--- src/design/crast_pkg.sv ---
// Shared constants, types and the symmetry table of the circle rasteriser.
package crast_pkg;

  // Default geometry of the block.
  localparam int COORD_BITS_DEF  = 12;
  localparam int RADIUS_BITS_DEF = 10;

  // Number of entries in the command queue between front and back.
  localparam int QUEUE_DEPTH = 2;

  // Input kind codes carried in tuser.
  localparam logic ACT_START = 1'b0;
  localparam logic ACT_STEP  = 1'b1;

  // Index of the final point of an eight-way group.
  localparam logic [2:0] LAST_POINT = 3'd7;

  // Control part of one command handed from front to back.
  typedef struct packed {
    logic idle;  // answer to a step with no walk in progress
    logic done;  // the walk finished with this command
  } ctrl_t;

  // How one symmetric point is formed from (x, y).
  typedef struct packed {
    logic swap;   // take (y, x) instead of (x, y)
    logic neg_a;  // negate the first coordinate
    logic neg_b;  // negate the second coordinate
  } sym_t;

  // Point order: (x,y) (-x,-y) (y,x) (-y,-x) (-y,x) (y,-x) (-x,y) (x,-y).
  function automatic sym_t sym_of(input logic [2:0] k);
    sym_t s;
    unique case (k)
      3'd0: s = '{swap: 1'b0, neg_a: 1'b0, neg_b: 1'b0};
      3'd1: s = '{swap: 1'b0, neg_a: 1'b1, neg_b: 1'b1};
      3'd2: s = '{swap: 1'b1, neg_a: 1'b0, neg_b: 1'b0};
      3'd3: s = '{swap: 1'b1, neg_a: 1'b1, neg_b: 1'b1};
      3'd4: s = '{swap: 1'b1, neg_a: 1'b1, neg_b: 1'b0};
      3'd5: s = '{swap: 1'b1, neg_a: 1'b0, neg_b: 1'b1};
      3'd6: s = '{swap: 1'b0, neg_a: 1'b1, neg_b: 1'b0};
      default: s = '{swap: 1'b0, neg_a: 1'b0, neg_b: 1'b1};
    endcase
    return s;
  endfunction

endpackage

--- src/design/crast_front.sv ---
// Front end: accepts input transfers, runs the octant walk and issues commands.
module crast_front import crast_pkg::*; #(
  parameter int COORD_BITS  = COORD_BITS_DEF,
  parameter int RADIUS_BITS = RADIUS_BITS_DEF,
  parameter int SW          = RADIUS_BITS + 2
) (
  input  logic                          clk,
  input  logic                          rst,
  input  logic                          in_valid,
  output logic                          in_ready,
  input  logic                          in_action,
  input  logic signed [COORD_BITS-1:0]  in_cx,
  input  logic signed [COORD_BITS-1:0]  in_cy,
  input  logic        [RADIUS_BITS-1:0] in_radius,
  output logic                          cmd_push,
  input  logic                          cmd_ready,
  output logic signed [SW-1:0]          cmd_x,
  output logic signed [SW-1:0]          cmd_y,
  output logic signed [COORD_BITS-1:0]  cmd_cx,
  output logic signed [COORD_BITS-1:0]  cmd_cy,
  output ctrl_t                         cmd_ctrl
);

  localparam int DEC_BITS = RADIUS_BITS + 4;

  logic                          active;
  logic        [RADIUS_BITS-1:0] walk_x;
  logic        [RADIUS_BITS-1:0] walk_y;
  logic signed [DEC_BITS-1:0]    decision;
  logic signed [COORD_BITS-1:0]  centre_x;
  logic signed [COORD_BITS-1:0]  centre_y;

  logic                          accept;
  logic                          dec_le0;
  logic signed [SW-1:0]          x_next;
  logic signed [SW-1:0]          y_next;
  logic signed [DEC_BITS-1:0]    decision_next;
  logic signed [DEC_BITS-1:0]    x4;
  logic signed [DEC_BITS-1:0]    y4;
  logic signed [DEC_BITS-1:0]    start_dec;
  logic                          step_done;

  assign in_ready = cmd_ready;
  assign accept   = in_valid && cmd_ready;

  // One column of the midpoint walk.
  always_comb begin
    // Negative or zero decision: the sign bit or an all-zero value.
    dec_le0       = decision[DEC_BITS-1] || (decision == '0);
    x4            = {2'b00, walk_x, 2'b00};
    y4            = {2'b00, walk_y, 2'b00};
    x_next        = {2'b00, walk_x} + SW'(1);
    if (dec_le0) begin
      y_next        = {2'b00, walk_y};
      decision_next = decision + x4 + DEC_BITS'(6);
    end else begin
      y_next        = {2'b00, walk_y} - SW'(1);
      decision_next = decision + x4 - y4 + DEC_BITS'(10);
    end
    step_done = (x_next > y_next);
    start_dec = DEC_BITS'(3) - {3'b000, in_radius, 1'b0};
  end

  // Command issued for the accepted transfer.
  always_comb begin
    cmd_push      = accept;
    cmd_cx        = centre_x;
    cmd_cy        = centre_y;
    cmd_x         = x_next;
    cmd_y         = y_next;
    cmd_ctrl.idle = 1'b0;
    cmd_ctrl.done = step_done;
    if (in_action == ACT_START) begin
      cmd_cx        = in_cx;
      cmd_cy        = in_cy;
      cmd_x         = '0;
      cmd_y         = {2'b00, in_radius};
      cmd_ctrl.done = 1'b0;
    end else if (!active) begin
      cmd_x         = '0;
      cmd_y         = '0;
      cmd_ctrl.idle = 1'b1;
      cmd_ctrl.done = 1'b1;
    end
  end

  // Walk state.
  always_ff @(posedge clk) begin
    if (rst) begin
      active   <= 1'b0;
      walk_x   <= '0;
      walk_y   <= '0;
      decision <= '0;
      centre_x <= '0;
      centre_y <= '0;
    end else if (accept) begin
      if (in_action == ACT_START) begin
        active   <= 1'b1;
        walk_x   <= '0;
        walk_y   <= in_radius;
        decision <= start_dec;
        centre_x <= in_cx;
        centre_y <= in_cy;
      end else if (active) begin
        active   <= !step_done;
        walk_x   <= x_next[RADIUS_BITS-1:0];
        walk_y   <= y_next[RADIUS_BITS-1:0];
        decision <= decision_next;
      end else begin
        active <= 1'b0;
      end
    end
  end

endmodule

--- src/design/crast_fifo.sv ---
// Short command queue that decouples the front end from the pixel emitter.
module crast_fifo import crast_pkg::*; #(
  parameter int WIDTH = 8
) (
  input  logic             clk,
  input  logic             rst,
  input  logic             push,
  output logic             ready,
  input  logic [WIDTH-1:0] wdata,
  output logic             valid,
  input  logic             pop,
  output logic [WIDTH-1:0] rdata
);

  localparam int PTR_W = (QUEUE_DEPTH > 1) ? $clog2(QUEUE_DEPTH) : 1;
  localparam int CNT_W = $clog2(QUEUE_DEPTH + 1);

  logic [WIDTH-1:0] entries [QUEUE_DEPTH];
  logic [PTR_W-1:0] wr_ptr;
  logic [PTR_W-1:0] rd_ptr;
  logic [CNT_W-1:0] count;
  logic             do_push;
  logic             do_pop;

  assign ready   = (count != CNT_W'(QUEUE_DEPTH));
  assign valid   = (count != '0);
  assign do_push = push && ready;
  assign do_pop  = pop && valid;
  assign rdata   = entries[rd_ptr];

  // Storage is written in place; no reset needed for payload.
  always_ff @(posedge clk) begin
    if (do_push) begin
      entries[wr_ptr] <= wdata;
    end
  end

  // Pointers and fill level.
  always_ff @(posedge clk) begin
    if (rst) begin
      wr_ptr <= '0;
      rd_ptr <= '0;
      count  <= '0;
    end else begin
      if (do_push) begin
        wr_ptr <= (wr_ptr == PTR_W'(QUEUE_DEPTH - 1)) ? '0 : wr_ptr + PTR_W'(1);
      end
      if (do_pop) begin
        rd_ptr <= (rd_ptr == PTR_W'(QUEUE_DEPTH - 1)) ? '0 : rd_ptr + PTR_W'(1);
      end
      unique case ({do_push, do_pop})
        2'b10:   count <= count + CNT_W'(1);
        2'b01:   count <= count - CNT_W'(1);
        default: count <= count;
      endcase
    end
  end

  a_count_bound: assert property (@(posedge clk) disable iff (rst)
    count <= CNT_W'(QUEUE_DEPTH))
    else $error("queue fill level exceeds its depth");

  a_push_full: assert property (@(posedge clk) disable iff (rst)
    (count == CNT_W'(QUEUE_DEPTH)) && !do_pop |=> (count == CNT_W'(QUEUE_DEPTH)))
    else $error("full queue lost an entry without a pop");

  a_empty_after_pop: assert property (@(posedge clk) disable iff (rst)
    (count == CNT_W'(1)) && do_pop && !do_push |=> !valid)
    else $error("queue still valid after its last entry was taken");

endmodule

--- src/design/crast_back.sv ---
// Back end: expands each command into its eight symmetric pixel transfers, or an idle answer into one transfer.
module crast_back import crast_pkg::*; #(
  parameter int COORD_BITS = COORD_BITS_DEF,
  parameter int SW         = RADIUS_BITS_DEF + 2,
  parameter int PIX_BITS   = COORD_BITS + 1
) (
  input  logic                         clk,
  input  logic                         rst,
  input  logic                         cmd_valid,
  output logic                         cmd_pop,
  input  logic signed [SW-1:0]         cmd_x,
  input  logic signed [SW-1:0]         cmd_y,
  input  logic signed [COORD_BITS-1:0] cmd_cx,
  input  logic signed [COORD_BITS-1:0] cmd_cy,
  input  ctrl_t                        cmd_ctrl,
  output logic                         out_valid,
  input  logic                         out_ready,
  output logic        [PIX_BITS-1:0]   out_px,
  output logic        [PIX_BITS-1:0]   out_py,
  output logic                         out_pixel_valid,
  output logic                         out_last,
  output logic                         out_done
);

  localparam int WIDE = (PIX_BITS > SW) ? PIX_BITS : SW;

  // Command being expanded.
  logic                         busy;
  logic [2:0]                   idx;
  logic signed [SW-1:0]         cur_x;
  logic signed [SW-1:0]         cur_y;
  logic signed [COORD_BITS-1:0] cur_cx;
  logic signed [COORD_BITS-1:0] cur_cy;
  ctrl_t                        cur_ctrl;

  logic                         out_adv;
  logic                         emit;
  logic                         cmd_end;
  logic                         load;
  sym_t                         sym;
  logic signed [WIDE-1:0]       a_w;
  logic signed [WIDE-1:0]       b_w;
  logic signed [WIDE-1:0]       px_w;
  logic signed [WIDE-1:0]       py_w;

  assign out_adv = !out_valid || out_ready;
  assign emit    = busy && out_adv;
  assign cmd_end = cur_ctrl.idle || (idx == LAST_POINT);
  assign load    = cmd_valid && (!busy || (emit && cmd_end));
  assign cmd_pop = load;

  // Form the current symmetric point and offset it by the centre.
  always_comb begin
    sym  = sym_of(idx);
    a_w  = sym.swap ? WIDE'(cur_y) : WIDE'(cur_x);
    b_w  = sym.swap ? WIDE'(cur_x) : WIDE'(cur_y);
    if (sym.neg_a) begin
      a_w = -a_w;
    end
    if (sym.neg_b) begin
      b_w = -b_w;
    end
    px_w = a_w + WIDE'(cur_cx);
    py_w = b_w + WIDE'(cur_cy);
  end

  // Command register and point counter.
  always_ff @(posedge clk) begin
    if (rst) begin
      busy <= 1'b0;
      idx  <= '0;
    end else if (load) begin
      busy <= 1'b1;
      idx  <= '0;
    end else if (emit) begin
      if (cmd_end) begin
        busy <= 1'b0;
        idx  <= '0;
      end else begin
        idx <= idx + 3'd1;
      end
    end
  end

  always_ff @(posedge clk) begin
    if (load) begin
      cur_x    <= cmd_x;
      cur_y    <= cmd_y;
      cur_cx   <= cmd_cx;
      cur_cy   <= cmd_cy;
      cur_ctrl <= cmd_ctrl;
    end
  end

  // Output register.
  always_ff @(posedge clk) begin
    if (rst) begin
      out_valid <= 1'b0;
    end else if (out_adv) begin
      out_valid <= busy;
    end
  end

  always_ff @(posedge clk) begin
    if (emit) begin
      if (cur_ctrl.idle) begin
        out_px          <= '0;
        out_py          <= '0;
        out_pixel_valid <= 1'b0;
        out_last        <= 1'b1;
        out_done        <= 1'b1;
      end else begin
        out_px          <= px_w[PIX_BITS-1:0];
        out_py          <= py_w[PIX_BITS-1:0];
        out_pixel_valid <= 1'b1;
        out_last        <= (idx == LAST_POINT);
        out_done        <= cur_ctrl.done;
      end
    end
  end

  a_idle_single: assert property (@(posedge clk) disable iff (rst)
    out_valid && !out_pixel_valid |-> out_last && out_done)
    else $error("answer without a pixel is not a single final transfer");

  a_idle_index: assert property (@(posedge clk) disable iff (rst)
    busy && cur_ctrl.idle |-> (idx == '0))
    else $error("idle answer advanced the point counter");

  a_last_point: assert property (@(posedge clk) disable iff (rst)
    emit && !cur_ctrl.idle && (idx == LAST_POINT) |=> out_valid && out_last)
    else $error("eighth point not marked as last");

  a_mid_point: assert property (@(posedge clk) disable iff (rst)
    emit && !cur_ctrl.idle && (idx != LAST_POINT) |=> out_valid && !out_last)
    else $error("point before the eighth marked as last");

endmodule

--- src/design/circle_rasterizer.sv ---
// Midpoint circle rasteriser: walk front end, command queue and pixel emitter.
// A start or step transfer is written into the queue; its first pixel then passes
// through the emitter's command register and leaves from the output register.
// The emitter gives one pixel a cycle while the receiver is ready and loads the next
// command as it emits the last pixel; input is taken whenever the queue has room.
// Reset (rst, synchronous) empties the queue and output and leaves the walk idle.
module circle_rasterizer import crast_pkg::*; #(
  parameter int COORD_BITS  = COORD_BITS_DEF,
  parameter int RADIUS_BITS = RADIUS_BITS_DEF,
  parameter int SDATA_W     = ((2 * COORD_BITS + RADIUS_BITS + 7) / 8) * 8,
  parameter int MDATA_W     = ((2 * (COORD_BITS + 1) + 7) / 8) * 8
) (
  input  logic               clk,
  input  logic               rst,
  input  logic               s_tvalid,
  output logic               s_tready,
  // s_tdata fields from bit 0: center_x, center_y, radius, zero padding
  input  logic [SDATA_W-1:0] s_tdata,
  // s_tuser fields from bit 0: action
  input  logic               s_tuser,
  output logic               m_tvalid,
  input  logic               m_tready,
  // m_tdata fields from bit 0: pixel_x, pixel_y, zero padding
  output logic [MDATA_W-1:0] m_tdata,
  // m_tuser fields from bit 0: pixel_valid, circle_done
  output logic [1:0]         m_tuser,
  // m_tlast: last_of_run
  output logic               m_tlast
);

  localparam int PIX_BITS = COORD_BITS + 1;
  localparam int SW       = RADIUS_BITS + 2;
  localparam int CMD_W    = 2 * SW + 2 * COORD_BITS + $bits(ctrl_t);

  logic                         f_push;
  logic                         q_ready;
  logic signed [SW-1:0]         f_x;
  logic signed [SW-1:0]         f_y;
  logic signed [COORD_BITS-1:0] f_cx;
  logic signed [COORD_BITS-1:0] f_cy;
  ctrl_t                        f_ctrl;

  logic                         q_valid;
  logic                         q_pop;
  logic [CMD_W-1:0]             q_wdata;
  logic [CMD_W-1:0]             q_rdata;
  logic signed [SW-1:0]         b_x;
  logic signed [SW-1:0]         b_y;
  logic signed [COORD_BITS-1:0] b_cx;
  logic signed [COORD_BITS-1:0] b_cy;
  ctrl_t                        b_ctrl;

  logic [PIX_BITS-1:0]          px;
  logic [PIX_BITS-1:0]          py;
  logic                         pix_valid;
  logic                         done;

  // Front end: walk state and command generation.
  crast_front #(
    .COORD_BITS  (COORD_BITS),
    .RADIUS_BITS (RADIUS_BITS),
    .SW          (SW)
  ) u_front (
    .clk       (clk),
    .rst       (rst),
    .in_valid  (s_tvalid),
    .in_ready  (s_tready),
    .in_action (s_tuser),
    .in_cx     (s_tdata[COORD_BITS-1:0]),
    .in_cy     (s_tdata[2*COORD_BITS-1:COORD_BITS]),
    .in_radius (s_tdata[2*COORD_BITS+RADIUS_BITS-1:2*COORD_BITS]),
    .cmd_push  (f_push),
    .cmd_ready (q_ready),
    .cmd_x     (f_x),
    .cmd_y     (f_y),
    .cmd_cx    (f_cx),
    .cmd_cy    (f_cy),
    .cmd_ctrl  (f_ctrl)
  );

  // Command queue.
  assign q_wdata = {f_ctrl, f_cy, f_cx, f_y, f_x};
  assign {b_ctrl, b_cy, b_cx, b_y, b_x} = q_rdata;

  crast_fifo #(
    .WIDTH (CMD_W)
  ) u_fifo (
    .clk   (clk),
    .rst   (rst),
    .push  (f_push),
    .ready (q_ready),
    .wdata (q_wdata),
    .valid (q_valid),
    .pop   (q_pop),
    .rdata (q_rdata)
  );

  // Pixel emitter.
  crast_back #(
    .COORD_BITS (COORD_BITS),
    .SW         (SW),
    .PIX_BITS   (PIX_BITS)
  ) u_back (
    .clk             (clk),
    .rst             (rst),
    .cmd_valid       (q_valid),
    .cmd_pop         (q_pop),
    .cmd_x           (b_x),
    .cmd_y           (b_y),
    .cmd_cx          (b_cx),
    .cmd_cy          (b_cy),
    .cmd_ctrl        (b_ctrl),
    .out_valid       (m_tvalid),
    .out_ready       (m_tready),
    .out_px          (px),
    .out_py          (py),
    .out_pixel_valid (pix_valid),
    .out_last        (m_tlast),
    .out_done        (done)
  );

  // Output packing.
  assign m_tdata = MDATA_W'({py, px});
  assign m_tuser = {done, pix_valid};

endmodule

--- config.mk ---
export PLATFORM = sky130hd
export DESIGN_NAME = circle_rasterizer
export DESIGN_NICKNAME = d
export VERILOG_FILES = /design/src/design/crast_pkg.sv /design/src/design/crast_front.sv /design/src/design/crast_fifo.sv /design/src/design/crast_back.sv /design/src/design/circle_rasterizer.sv
export SDC_FILE = /design/constraint.sdc
export NUM_CORES = 1
export LEC_CHECK = 0
export BUFFER_PORTS_ARGS = -buffer_cell sky130_fd_sc_hd__buf_2
export CAP_MARGIN = 20
export CORE_ASPECT_RATIO = 1.25
export CORE_MARGIN = 4
export CORE_UTILIZATION = 55
export DETAILED_ROUTE_END_ITERATION = 6
export PLACE_DENSITY_LB_ADDON = 0.12
export SKIP_CTS_REPAIR_TIMING = 1
export SYNTH_ARGS = -nofsm -noshare
export SYNTH_HDL_FRONTEND = slang
export SYNTH_SLANG_ARGS = --single-unit
--- constraint.sdc ---
create_clock -name clk -period 7.91 [get_ports clk]
set_clock_uncertainty 0.2 [all_clocks]
set_input_delay 1.582 -clock clk [delete_from_list [all_inputs] [get_ports clk]]
set_output_delay 1.582 -clock clk [all_outputs]
set_load 0.005 [all_outputs]
=== After elaboration in Yosys (flattened, before gate mapping) ===
Memories as Yosys holds them, arrays and structs flattened. A register that Yosys moved wholly into a read port is not among the register bits.
Cells that the tools add are included.

* Add/subtract/negate cells: 16
* $lt $le $gt $ge: 1
* Eq/ne operators: 11
* Multiplexer cells: 34
* Reductions and logical operators: 22

{| class="wikitable"
|+ Operators by type and width
! kind !! number
|-
| 12-bit two-way mux || 7
|-
| 13-bit two-way mux || 4
|-
| 14-bit two-way mux || 3
|-
| 10-bit two-way mux || 4
|-
| 13-bit by 12-bit adder with 13-bit output || 2
|-
| 13-bit negator || 2
|-
| 3-bit one-hot mux with 7 select lines || 1
|-
| 14-bit by 13-bit adder with 14-bit output || 1
|-
| 14-bit by 4-bit adder with 14-bit output, second input constant || 1
|-
| 14-bit by 5-bit adder with 14-bit output, second input constant || 1
|-
| 14-bit zero test || 1
|-
| 14-bit by 13-bit subtractor with 14-bit output || 1
|-
| 3-bit == test, second input constant || 4
|-
| 12-bit > comparator || 1
|-
| 1-bit two-way mux || 12
|-
| 2-bit by 11-bit subtractor with 12-bit output, first input constant || 1
|-
| 10-bit by 1-bit adder with 11-bit output, second input constant || 1
|-
| 10-bit by 1-bit subtractor with 11-bit output, second input constant || 1
|-
| 2-bit nonzero test || 4
|-
| 3-bit by 2-bit == test with 1-bit output, second input constant || 2
|-
| 1-bit logical AND || 6
|-
| 1-bit logical OR || 4
|-
| 2-bit one-hot mux with 2 select lines || 1
|-
| 2-bit AND reduction || 2
|-
| other kinds (14) || 17
|}

* Bits in registers: 97
* RAM bits: 100
* Bits of input ports: 45
* Output and inout bits: 37
* Logic and storage cells: 102
* Memories: 1

{| class="wikitable"
|+ Memories
! memory !! depth !! bits a word !! rd ports !! clocked after memory_dff !! write ports !! RTL line !! source
|-
| u_fifo.entries || 2 || 50 || 1 || 1 || 1 || crast_fifo.sv:18 || <nowiki>logic [WIDTH-1:0] entries [QUEUE_DEPTH];</nowiki>
|}

=== Logic depth before layout (Yosys ltp) ===
* Depth in word-level cells: 9
* Mapped depth: 16
* Gate-level depth less buffers: 16

=== Cells and area by module ===
From an unflattened synthesis, not the netlist that was laid out.

* Cells, all modules: 1294
* Area total of the unflattened synthesis: 13955.9 um^2

{| class="wikitable"
|+ By module, submodules not included
! module !! instances !! cells an instance !! area each (um^2) !! sequential area each (um^2)
|-
| crast_front || 1 || 658 || 5042.3 || 1181.1
|-
| crast_back || 1 || 447 || 5032.3 || 2472.4
|-
| crast_fifo || 1 || 180 || 3817.4 || 3103.0
|-
| circle_rasterizer || 1 || 9 || 63.8 || 0.0
|}

=== Worst setup path after synthesis ===
No wires, ideal clock.

* Path type: input-to-reg
* Start point: input port s_tvalid
* End point: memory u_fifo.entries[0][0] (netlist bit), enable pin
* Arrival time: 4241 ps
* Path slack: 3015 ps
* Cell stages on the path: 5
* Path through: and2_1 -> inv_1 -> clkbuf_1 -> clkbuf_1 -> nor2_1

* Cells in the longest elaborated chain, start to end: 4

{| class="wikitable"
|+ Ends and longest elaborated chain
! element !! RTL line !! source
|-
| from (decl) || circle_rasterizer.sv:15 || <nowiki>input logic s_tvalid,</nowiki>
|-
| 1-bit logical AND || crast_front.sv:44 || <nowiki>assign accept = in_valid && cmd_ready;</nowiki>
|-
| 1-bit logical AND || crast_fifo.sv:27 || <nowiki>assign do_push = push && ready;</nowiki>
|-
| 1-bit two-way mux || crast_fifo.sv:33 || <nowiki>if (do_push) begin</nowiki>
|-
| 1-bit two-way mux (implied by the code) || crast_fifo.sv:34 || <nowiki>entries[wr_ptr] <= wdata;</nowiki>
|-
| to (decl) || crast_fifo.sv:18 ||
|}

Every way passes these cells.

=== Final worst setup path ===
* Start point: register u_front.walk_x[0]
* End point: register u_front.decision[13]

* Cells in the longest elaborated chain, start to end: 6

{| class="wikitable"
|+ Ends and longest elaborated chain
! element !! RTL line !! source
|-
| from (decl) || crast_front.sv:27 || <nowiki>logic [RADIUS_BITS-1:0] walk_x;</nowiki>
|-
| from (signal assigned) || crast_front.sv:106 || <nowiki>walk_x <= x_next[RADIUS_BITS-1:0];</nowiki>
|-
| 14-bit by 13-bit adder with 14-bit output * || crast_front.sv:55, crast_front.sv:58 ||
|-
| 14-bit by 13-bit subtractor with 14-bit output || crast_front.sv:58 || <nowiki>decision_next = decision + x4 - y4 + DEC_BITS'(10);</nowiki>
|-
| 14-bit by 5-bit adder with 14-bit output || crast_front.sv:58 ||
|-
| 14-bit two-way mux * || crast_front.sv:53 || <nowiki>if (dec_le0) begin</nowiki>
|-
| 14-bit two-way mux * || crast_front.sv:104 || <nowiki>end else if (active) begin</nowiki>
|-
| 14-bit two-way mux * || crast_front.sv:97 || <nowiki>if (in_action == ACT_START) begin</nowiki>
|-
| to (signal assigned) || crast_front.sv:101 || <nowiki>decision <= start_dec;</nowiki>
|-
| to (signal assigned) || crast_front.sv:108 || <nowiki>decision <= decision_next;</nowiki>
|-
| to (decl) || crast_front.sv:29 || <nowiki>logic signed [DEC_BITS-1:0] decision;</nowiki>
|}

Mark *: on every way between the ends. The rest lies on a longest branch, timed or not. The select of a mux whose other input is x is not followed.
A chain may end at the register's enable or synchronous reset.

==> results by group <==
Setup path
  – WP data arrival: 4.60 ns
  – Crit Reg-Reg Endpoint: u_front.decision[13]$_SDFFE_PP0P_
  – Worst reg2reg path startpoint: u_front.walk_x[0]$_SDFFE_PP0P_
  – Max FO, Critical Path: 9
  – Register-to-register setup slack: 3.55 ns
  – Worst endpoint required time: 8.15 ns
  – Worst Setup End Kind: flop
  – R2R cell count: 15
  – Worst setup path startpoint: u_front.walk_x[0]$_SDFFE_PP0P_
  – Class of the most critical setup path: reg -> reg
  – Critical path destination: u_front.decision[13]$_SDFFE_PP0P_
  – Kind of start point of the critical path: flop

Pwr
  – Power Dens Cells: 378 nW/um^2
  – Worst VDD drop: 168 uV
  – Reported leakage power: 5.77 nW

STA
  – Max Clock Freq: 229 MHz
  – Hold Fails Final Rpt: 0
  – Final period util: 55.2%
  – Unrepaired setup endpoints after global routing: no
  – Setup violators final: 0
  – Tightest Pin Transition: 0.904 ns
  – Final period demand of the worst path: 4.36 ns
  – Max-slew violation count: 0
  – Relative max-transition margin: 39.7%
  – Post-route setup TNS: 0 ns

Synthesis
  – Total standard cell area after synthesis: 13300 um^2
  – Top-area cell type share of the netlist area: 39.2%
  – Fraction of synthesis flops using an asynchronous set or reset pin: 0%
  – Top post-synthesis cells by area: sky130_fd_sc_hd__edfxtp_1 (39%), sky130_fd_sc_hd__dfxtp_1 (10%), sky130_fd_sc_hd__ha_1 (7.1%)
  – Leading cell type by number of instances after synthesis: sky130_fd_sc_hd__edfxtp_1
  – Synth cell count leaders: sky130_fd_sc_hd__edfxtp_1 (173), sky130_fd_sc_hd__nor2_1 (122), sky130_fd_sc_hd__nand2_1 (94)
  – Synth Flop Type: sky130_fd_sc_hd__edfxtp_1
  – Number of enable flip-flop cells after synthesis: 173
  – Area leader, netlist: sky130_fd_sc_hd__edfxtp_1
  – Synthesized netlist cell count: 1236
  – Yosys Warn Count: 0
  – Yosys cell types: 78
  – Sequential cell area fraction in the yosys report: 49.4%
  – Register bit total from synthesis: 241
  – Per-instance average area after synthesis: 10.7 um^2

Final layout
  – Area of combinational cells with multiple inputs: 6320 um^2
  – Layout-stage area growth over the synthesis result: 11.7%
  – Post-Route Utilization: 62.5%
  – Post-layout net count: 1421
  – Number of antenna repair diodes: 0
  – Ratio of cells with drive above 1 in the final layout: 17.5%
  – Area used by sequential logic in the layout: 6560 um^2
  – Fill cells: 1925
  – Final standard cell area without fillers: 14800 um^2

Drt
  – Number of design-rule violations left by the first detailed-router iteration: 364
  – Drt drc: 0
  – Via count: 9293
  – Antenna Violating Nets Remaining: 0
  – Final Routed Wirelength: 28400 um
  – Drt first pass iters: 5
  – Post-DR vias/cell: 5.66
  – Post-detailed-route wirelength per cell: 17.3 um

Job
  – Number of max-cap violations: 0

Place
  – Gpl congestion: 0.898
  – Placement Cell Area: 13900 um^2
  – Final HPWL from detailed placement: 20800 um
  – Count of input and output buffers: 69

Global route
  – Vias in the first global route: 9117
  – Maximum number of pins on one net before global-route repair: 82
  – Combined global-route utilization of all metal layers: 21.2%
  – Number of antenna violations at the first check in global routing: 0
  – Global-route wire length before repair: 46000 um
  – Total congestion overflow after global routing: 0

Floorplanning
  – Initial core utilization: 55.9%
  – Standard-cell rows: 63
  – Area of the core: 23700 um^2
  – I/O Pins: 82
  – Area of the die: 26700 um^2
  – Chip height: 182 um
  – Horizontal extent of the die: 147 um

Clock network
  – TritonCTS sink count: 241
  – Maximum level of the CTS H-tree: 1
  – Clock latency reported for the late side of the worst-skew pair: 0.52 ns
  – Clock buffer count from CTS: 24
  – CTS clk-pin slew, worst paths: 0.06 ns
  – CTS root buffer: sky130_fd_sc_hd__clkbuf_16
  – Maximum count of clock buffers along a single path: 3
  – Clock tree from TritonCTS: built

Run status
  – Run status: finished clean

Min path
  – Hold WC Path Type: reg -> reg
## state kept, by name, indices dropped and copies added, names as in the netlist, 11 cells and up
signal / flops
u_back.cur_cx: 12
u_back.out_py: 13
u_back.cur_x: 11
u_back.out_px: 13
u_front.centre_x: 12
u_front.decision: 14
u_fifo.entries: 96
u_back.cur_y: 11
u_front.centre_y: 12
u_back.cur_cy: 12
## per-layer routing
metal  vias up  global-route usage (%)  share of wire (%)
li1       4599                       -                  -
met5         -                       0                  0
met2       213                    37.8                 50
met4         0                    10.0                4.7
met3        73                    2.42                3.9
met1      4408                    25.7                 42
## placed cells by master (no fill, tap or decap), types with 4 or more instances in the layout
cell type                   count
sky130_fd_sc_hd__buf_4         15
sky130_fd_sc_hd__nand3_1       29
sky130_fd_sc_hd__dfxtp_1       67
sky130_fd_sc_hd__nand2b_1       9
sky130_fd_sc_hd__nand4_1       11
sky130_fd_sc_hd__or3_1          9
sky130_fd_sc_hd__conb_1         6
sky130_fd_sc_hd__or2_2          8
sky130_fd_sc_hd__inv_1         49
sky130_fd_sc_hd__a21oi_1       91
sky130_fd_sc_hd__mux2i_1       24
sky130_fd_sc_hd__ha_1          75
sky130_fd_sc_hd__a21o_1        14
sky130_fd_sc_hd__a31oi_1       10
sky130_fd_sc_hd__nor3_1        37
sky130_fd_sc_hd__nand2_1       94
sky130_fd_sc_hd__o22ai_1        6
sky130_fd_sc_hd__nor3b_1        6
sky130_fd_sc_hd__edfxtp_1     173
sky130_fd_sc_hd__clkbuf_16     26
sky130_fd_sc_hd__and2_1         8
sky130_fd_sc_hd__buf_2         69
sky130_fd_sc_hd__a22oi_1        4
sky130_fd_sc_hd__o21a_1         8
sky130_fd_sc_hd__nor2_1       121
sky130_fd_sc_hd__and3_1        13
sky130_fd_sc_hd__xnor2_1       65
sky130_fd_sc_hd__nor2b_1       22
sky130_fd_sc_hd__a311oi_1       5
sky130_fd_sc_hd__o21ai_0       40
sky130_fd_sc_hd__mux2_2        74
sky130_fd_sc_hd__clkbuf_8       4
sky130_fd_sc_hd__a211oi_1      15
sky130_fd_sc_hd__xor2_1        20
sky130_fd_sc_hd__o21bai_1       7
## worst min path at each step
stage | slack (ns) | start | depth (start not counted) | endpoint
after global routing | 0.27 | u_front.centre_x[4]$_SDFFE_PP0P_ | 2 | u_front.centre_x[4]$_SDFFE_PP0P_
after CTS | 0.26 | u_front.centre_y[4]$_SDFFE_PP0P_ | 2 | u_front.centre_y[4]$_SDFFE_PP0P_
after floorplan | 0.23 | u_front.centre_x[0]$_SDFFE_PP0P_ | 2 | u_front.centre_x[0]$_SDFFE_PP0P_
after global placement | 0.24 | u_front.centre_x[6]$_SDFFE_PP0P_ | 2 | u_front.centre_x[6]$_SDFFE_PP0P_
final | 0.25 | u_front.centre_x[6]$_SDFFE_PP0P_ | 2 | u_front.centre_x[6]$_SDFFE_PP0P_
after detailed placement | 0.25 | u_front.centre_x[5]$_SDFFE_PP0P_ | 2 | u_front.centre_x[5]$_SDFFE_PP0P_
## where the power goes
part | leakage, nW | switching [mW] | total [mW] | internal [mW]
combinational | 3.14 | 1.35 | 2.38 | 1.03
sequential | 2.21 | 0.195 | 2.01 | 1.82
clock | 0.420 | 0.472 | 1.21 | 0.736
total | 5.77 | 2.01 | 5.60 | 3.59
## cell families after synthesis
kind of cell	Yosys count	share of synthesized area, %
compound gates	242	12.0
xor+xnor	88	5.92
fa+ha+maj	79	7.60
buf+inv	104	3.22
flops	241	49.4
mux	98	8.09
other cells	1	0.0283
simple gates	383	13.7
## worst max-delay path: stages (launching register included)
cell and delay [ns]:
sky130_fd_sc_hd__dfxtp_1 0.43, sky130_fd_sc_hd__ha_1 0.28, sky130_fd_sc_hd__fa_1 0.42, sky130_fd_sc_hd__a21o_1 0.23
sky130_fd_sc_hd__a221oi_4 0.38, sky130_fd_sc_hd__o21ai_2 0.14, sky130_fd_sc_hd__a211oi_4 0.29, sky130_fd_sc_hd__ha_1 0.30
sky130_fd_sc_hd__ha_1 0.36, sky130_fd_sc_hd__nand3_1 0.10, sky130_fd_sc_hd__a211o_1 0.29, sky130_fd_sc_hd__a31oi_1 0.18
sky130_fd_sc_hd__xnor2_1 0.13, sky130_fd_sc_hd__nor2_1 0.06, sky130_fd_sc_hd__or3_1 0.34, sky130_fd_sc_hd__a31oi_1 0.16
## stage by stage
step / std cells / power, mW / worst slack, ns / hold slack, ns
floorplan: 1241 / 3.83 / 3.01 / 0.233
global route: 1641 / 6.05 / 3.19 / 0.270
CTS: 1640 / 5.64 / 3.54 / 0.256
finish: 1641 / 5.60 / 3.55 / 0.252
detailed placement: 1596 / 4.41 / 3.56 / 0.247
global placement: 1596 / 4.36 / 3.60 / 0.238
## area by class of cell
| cell class | instances | share of cell area (%) |
|---|---|---|
| Timing Repair Buffer | 85 | 3.28 |
| Sequential cell | 241 | 44.2 |
| Clock inverter | 11 | 1.00 |
| Tap cell | 325 | 2.74 |
| Clock buffer | 33 | 4.84 |
| Inverter | 50 | 1.27 |
| Multi-Input combinational cell | 896 | 42.6 |
No activity file was read; power rests on OpenSTA's default activity.
